File: config.mk
export PLATFORM = sky130hd
export DESIGN_NAME = crs_ctrl
export DESIGN_NICKNAME = d
export VERILOG_FILES = /design/src/design/crs_pkg.sv /design/src/design/crs_ctrl.sv
export SDC_FILE = /design/constraint.sdc
export NUM_CORES = 1
export LEC_CHECK = 0
export BUFFER_PORTS_ARGS = -buffer_cell sky130_fd_sc_hd__clkbuf_2
export CAP_MARGIN = 20
export CORE_ASPECT_RATIO = 1.2
export CORE_MARGIN = 2
export CORE_UTILIZATION = 34
export CTS_BUF_LIST = sky130_fd_sc_hd__clkbuf_4 sky130_fd_sc_hd__clkbuf_8 sky130_fd_sc_hd__clkbuf_16
export CTS_CLUSTER_SIZE = 14
export DETAILED_ROUTE_END_ITERATION = 10
export GPL_TIMING_DRIVEN = 0
export PLACE_DENSITY = 0.57
export SLEW_MARGIN = 20
export SYNTH_ARGS = -nofsm -noshare
export SYNTH_HDL_FRONTEND = slang
export SYNTH_SLANG_ARGS = --single-unit
File: constraint.sdc
create_clock -name clk -period 1.9 [get_ports clk]
set_input_delay 0.095 -clock clk [delete_from_list [all_inputs] [get_ports clk]]
set_output_delay 0.095 -clock clk [all_outputs]
set_load 0.1 [all_outputs]
File: src/design/crs_pkg.sv
package crs_pkg;

	localparam int MAX_PAIRS_DEF = 16;

	localparam logic [1:0] ST_OK       = 2'd0;
	localparam logic [1:0] ST_NOT_COPR = 2'd1;
	localparam logic [1:0] ST_OVERFLOW = 2'd2;
	localparam logic [1:0] ST_ZERO_MOD = 2'd3;

	typedef enum logic [4:0] {
		OP_NONE,
		OP_LOAD,
		OP_PLO,
		OP_PHI,
		OP_PUPD,
		OP_RD,
		OP_DMI,
		OP_SMI,
		OP_DA,
		OP_SA,
		OP_DQ,
		OP_SQ,
		OP_QMUL,
		OP_EUPD,
		OP_FIX,
		OP_DR,
		OP_SR,
		OP_RMUL,
		OP_DT,
		OP_ST,
		OP_TLO,
		OP_THI,
		OP_ACC,
		OP_OUT
	} op_t;

	typedef struct packed {
		op_t        op;
		logic [1:0] code;
	} cmd_t;

	typedef struct packed {
		logic div_done;
		logic last;
		logic zero;
		logic ovf;
		logic idx_end;
		logic b_zero;
		logic gcd_one;
	} stat_t;

endpackage

File: src/design/crs_ctrl.sv
module crs_ctrl (
	input  logic           clk,
	input  logic           arst_n,
	input  logic           start,
	output logic           busy,
	input  crs_pkg::stat_t stat,
	output crs_pkg::cmd_t  cmd
);
	import crs_pkg::*;

	typedef enum logic [22:0] {
		S_IDLE  = 23'd1 << 0,
		S_PLO   = 23'd1 << 1,
		S_PHI   = 23'd1 << 2,
		S_PUPD  = 23'd1 << 3,
		S_CHECK = 23'd1 << 4,
		S_RD    = 23'd1 << 5,
		S_DMI   = 23'd1 << 6,
		S_WMI   = 23'd1 << 7,
		S_DA    = 23'd1 << 8,
		S_WA    = 23'd1 << 9,
		S_ETEST = 23'd1 << 10,
		S_DQ    = 23'd1 << 11,
		S_WQ    = 23'd1 << 12,
		S_QMUL  = 23'd1 << 13,
		S_EUPD  = 23'd1 << 14,
		S_DR    = 23'd1 << 15,
		S_WR    = 23'd1 << 16,
		S_RMUL  = 23'd1 << 17,
		S_DT    = 23'd1 << 18,
		S_WT    = 23'd1 << 19,
		S_TMUL  = 23'd1 << 20,
		S_THI   = 23'd1 << 21,
		S_ACC   = 23'd1 << 22
	} state_t;

	state_t state_q, state_d;

	always_ff @(posedge clk or negedge arst_n) begin
		if (!arst_n) state_q <= S_IDLE;
		else state_q <= state_d;
	end

	always_comb begin
		state_d  = state_q;
		cmd.op   = OP_NONE;
		cmd.code = ST_OK;
		case (state_q)
			S_IDLE: if (start) begin cmd.op = OP_LOAD; state_d = S_PLO; end
			S_PLO: begin cmd.op = OP_PLO; state_d = S_PHI; end
			S_PHI: begin cmd.op = OP_PHI; state_d = S_PUPD; end
			S_PUPD: begin
				cmd.op  = OP_PUPD;
				state_d = stat.last ? S_CHECK : S_IDLE;
			end
			S_CHECK: begin
				if (stat.zero || stat.ovf || stat.idx_end) begin
					cmd.op   = OP_OUT;
					cmd.code = stat.zero ? ST_ZERO_MOD : stat.ovf ? ST_OVERFLOW : ST_OK;
					state_d  = S_IDLE;
				end else begin
					state_d = S_RD;
				end
			end
			S_RD: begin cmd.op = OP_RD; state_d = S_DMI; end
			S_DMI: begin cmd.op = OP_DMI; state_d = S_WMI; end
			S_WMI: if (stat.div_done) begin cmd.op = OP_SMI; state_d = S_DA; end
			S_DA: begin cmd.op = OP_DA; state_d = S_WA; end
			S_WA: if (stat.div_done) begin cmd.op = OP_SA; state_d = S_ETEST; end
			S_ETEST: begin
				if (!stat.b_zero) begin
					state_d = S_DQ;
				end else if (stat.gcd_one) begin
					cmd.op  = OP_FIX;
					state_d = S_DR;
				end else begin
					cmd.op   = OP_OUT;
					cmd.code = ST_NOT_COPR;
					state_d  = S_IDLE;
				end
			end
			S_DQ: begin cmd.op = OP_DQ; state_d = S_WQ; end
			S_WQ: if (stat.div_done) begin cmd.op = OP_SQ; state_d = S_QMUL; end
			S_QMUL: begin cmd.op = OP_QMUL; state_d = S_EUPD; end
			S_EUPD: begin cmd.op = OP_EUPD; state_d = S_ETEST; end
			S_DR: begin cmd.op = OP_DR; state_d = S_WR; end
			S_WR: if (stat.div_done) begin cmd.op = OP_SR; state_d = S_RMUL; end
			S_RMUL: begin cmd.op = OP_RMUL; state_d = S_DT; end
			S_DT: begin cmd.op = OP_DT; state_d = S_WT; end
			S_WT: if (stat.div_done) begin cmd.op = OP_ST; state_d = S_TMUL; end
			S_TMUL: begin cmd.op = OP_TLO; state_d = S_THI; end
			S_THI: begin cmd.op = OP_THI; state_d = S_ACC; end
			// the accumulate runs in the cycle after the high partial product
			S_ACC: begin cmd.op = OP_ACC; state_d = S_CHECK; end
			default: state_d = S_IDLE;
		endcase
	end

	assign busy = state_q != S_IDLE;
endmodule

# Word level (Yosys, flattened, before mapping)
# Index checks and enable logic that the tools add are counted.
[totals]
regBits = 23
word_cells = 59
[classes]
eq_ne = 30
mux = 25
reduce_logical = 3
[ops]
columns = ["op", "n"]
rows = [
  ["case mux 23 bit (23 select lines)", 1],
  ["2-to-1 mux 23 bit", 6],
  ["case mux 5 bit (23 select lines)", 1],
  ["2-to-1 mux 16 bit", 2],
  ["equality test 23 x 1 -> 1 bit, second input constant", 1],
  ["equality test 23 x 10 -> 1 bit, second input constant", 1],
  ["equality test 23 x 11 -> 1 bit, second input constant", 1],
  ["equality test 23 x 12 -> 1 bit, second input constant", 1],
  ["equality test 23 x 13 -> 1 bit, second input constant", 1],
  ["equality test 23 x 14 -> 1 bit, second input constant", 1],
  ["equality test 23 x 15 -> 1 bit, second input constant", 1],
  ["equality test 23 x 16 -> 1 bit, second input constant", 1],
  ["equality test 23 x 17 -> 1 bit, second input constant", 1],
  ["equality test 23 x 18 -> 1 bit, second input constant", 1],
  ["equality test 23 x 19 -> 1 bit, second input constant", 1],
  ["equality test 23 x 2 -> 1 bit, second input constant", 1],
  ["equality test 23 x 20 -> 1 bit, second input constant", 1],
  ["equality test 23 x 21 -> 1 bit, second input constant", 1],
  ["equality test 23 x 22 -> 1 bit, second input constant", 1],
  ["equality test 23 bit, second input constant", 1],
  ["equality test 23 x 3 -> 1 bit, second input constant", 1],
  ["equality test 23 x 4 -> 1 bit, second input constant", 1],
  ["equality test 23 x 5 -> 1 bit, second input constant", 1],
  ["equality test 23 x 6 -> 1 bit, second input constant", 1],
  ["other kinds (15)", 28],
]

# Longest topological paths before layout
[depth]
depth_word = 4
mapped_depth = 7
depth_no_buf = 6

# Worst setup path after synthesis
# No wires, ideal clock.
[synth_path]
path_type = "register to output"
startpoint = "register state_q[4]"
endpoint = "output port cmd[0] (netlist name)"
t_arrival_ns = 3.545
required_time_ns = 1.805
slack_ns = -1.740
stages_incl_launch_ff = 5
n_path_buf = 0
cell_sequence = "dfrtp_1 > nor4_4 > nand4_4 > nand2b_1 > o32ai_1"
[synth_lines]
columns = ["element", "line", "text"]
rows = [
  ["start: declaration", "crs_ctrl.sv:37", "state_t state_q, state_d;"],
  ["start signal: assignment", "crs_ctrl.sv:41", "else state_q <= state_d;"],
  ["end: declaration", "crs_ctrl.sv:7", "output crs_pkg::cmd_t cmd"],
]

==> metrics <==
reg2reg setup slack -0.31 ns; Total Routed Length slightly above 5000 um; power after layout between 2 and 2.5 mW; drt pass-1 iters 4; status complete, but fails checks; syn_nets 172; Post-synth EDFFs 0; Clock Skews 0.006074 ns; CTS buffer count 3; RSZ-0062 raised after global routing yes; r2r endpoint state_q[12]; vias in the first global route roughly 1600; Mapped Area about 1600 um2; Die Y a little under 80 um; share of the synthesized area in the top cell type between 30% and 40%; Core Region 4527 um2; Clock Latency Late Sink roughly 0.27 ns; post-synthesis cell type count 51; asr flop ratio synth 100.0%; die width ~66 um; Syn Area/Cell 9.693 um2; crit path max fanout 6; Total GRT Usage 19.41%; final setup vio count 16; Placement Setup Slack -0.7441 ns; Slew headroom just under 60%; r2r worst-path depth 9; Nets about 230; sequential area share after synthesis 36.73%; largest registers state_q x23; post-synth top area cell dfrtp_1; Critical Path Source Type register; Routed Antenna Nets 0; list of most frequent post-synthesis cells dfrtp_1 (22), nor2_1 (19), nand2_1 (14); Hold Crit Class input pin to register; initial core utilization a little over a third; leakage roughly 1.2 nW; initial antenna violation count 0; top cells by area, synth dfrtp_1 (35%), nor4_4 (5.4%), nor2_1 (4.5%); Worst-Margin Slew about 0.6 ns; PnR worst setup slack -0.6333 ns; num rows 27; CTS tree built; CP Capture Type output port; Die Area 5180 um2; first-pass GRT wire length around 7700 um; pin count of the biggest net entering global routing 24; kind of critical path register to output port; endpoints failing hold 0; Final Slew Violations 0; cell area after layout about 2600 um2; number of port buffers 17; failing checks negative setup slack; Via Count between 1500 and 2000; Post-Syn Instances 162; DR iter-0 viols 95; hold worst-path end state_q[5]; Top FF cell, synth dfrtp_1; yosys warns 0; fin crit share 133.3%; CTS root buffer clkbuf_8; peak supply drop 0.7423 mV; share of layout cells above drive strength 1 53.81%; required time of the critical path about 1.8 ns; Top reg by flops state_q; Achievable Freq between 300 and 400 MHz; Largest register FFs 23; # diodes 0; H-Tree Depth 1; fin crit period between 2 and 3 ns; I/O pin cnt 18; r2r startpoint state_q[4]; layout overhead on the synthesized area 63.90%; Cell Area, Placed ~1800 um2; count leader, synth dfrtp_1; GR Overflow Total 0; clock slew at reported path FFs approximately 0.090 ns; #FFs+latches synth 23; clock buffer depth 2; worst hold start stat[3]; RePlAce Congestion approximately 1; WL/cell 18.27 um; Final HPWL DP about 3200 um; PD cells between 800 and 900 nW/um2; Clock Sinks 23; post-layout util a little under three fifths; vias per cell roughly 5.7; DRC Markers 0; critical path arrival between 2 and 2.5 ns; max cap viols 0; WHS Path Cells 2
==> how the worst max path moves through the flow <==
stage	slack, ns	from	to	cells past startpoint
after floorplan	-0.70	state_q[12]	cmd[2]	7
after global placement	-0.75	state_q[5]	cmd[3]	7
after detailed placement	-0.74	state_q[4]	cmd[3]	7
after CTS	-0.69	state_q[12]	cmd[2]	8
after global routing	-0.70	state_q[19]	cmd[2]	10
final	-0.63	state_q[0]	cmd[4]	7
==> layer usage <==
metal | track usage [%] | vias up | routed length, um
li1 | - | 731 | -
met1 | 24.42 | 794 | 2035
met2 | 33.33 | 52 | 2757
met3 | 3.438 | 12 | 228
met4 | 6.122 | 0 | 111
met5 | 0 | - | 0
==> repair_timing <==
action / CTS / global route
setup endpoints to repair: 19 / 18
resized for setup: 57 / 31
hold endpoints to repair: 23 / 0
buffers inserted: 22 / 17
pin swaps: 16 / 16
hold buffers: 2 / 0
==> critical path, stage by stage (launching register included) <==
cell       delay, ns
dfstp_2         0.57
nor4_4          0.05
buf_6           0.14
and4_4          0.19
and4b_2         0.25
nor4_4          0.34
or3b_4          0.43
clkbuf_16       0.21
==> layout make-up <==
class	instances	area, um2
Tap cell	58	72.57
Sequential cell	23	590.6
Buffer	2	22.52
Fill cell	384	1953
Clock buffer	4	48.80
Timing Repair Buffer	58	588.1
Inverter	8	30.03
Multi-Input combinational cell	128	1221
==> report_power, final <==
group	internal, mW	leakage [nW]	switching (mW)	total, mW
logic	0.574	0.840	0.790	1.36
clock network	0.164	0.0262	0.164	0.328
registers	0.531	0.299	0.0599	0.591
==> placed cells by master (no fill, tap or decap), types with 4 or more instances in the layout <==
cell       synthesis  layout
a21o_1             5       5
buf_4              0      27
buf_6              0      14
clkbuf_16          0       6
clkbuf_2           0       9
dfrtp_1           22      11
dfrtp_2            0      11
inv_1              8       8
nand2_1           14      10
nand2b_1           6       4
nand4_1            4       4
nand4b_1           4       4
nor2_1            19      15
nor3_1            12      10
nor4_4             4      10
==> metrics by stage <==
stage | setup TNS [ns] | instances | hold slack, ns
after floorplan | -2.588 | 162 | -0.2006
after global placement | -5.697 | 237 | 0.1334
after detailed placement | -6.047 | 237 | 0.1351
final | -5.964 | 281 | 0.003257
after global routing | -7.375 | 281 | 0.01351
after CTS | -5.647 | 265 | 0.001106
==> cells by family (layout without fill, tap and decap cells) <==
family	after synthesis	count (layout)	synth area share [%]
AO/OA/AOI/OAI	23	23	12.11
flip-flops	23	23	36.73
buffers and inverters	11	72	2.868
AND/OR/NAND/NOR	100	100	45.50
XOR/XNOR	5	5	2.789
Note: power is estimated with default switching activity, not from simulation.
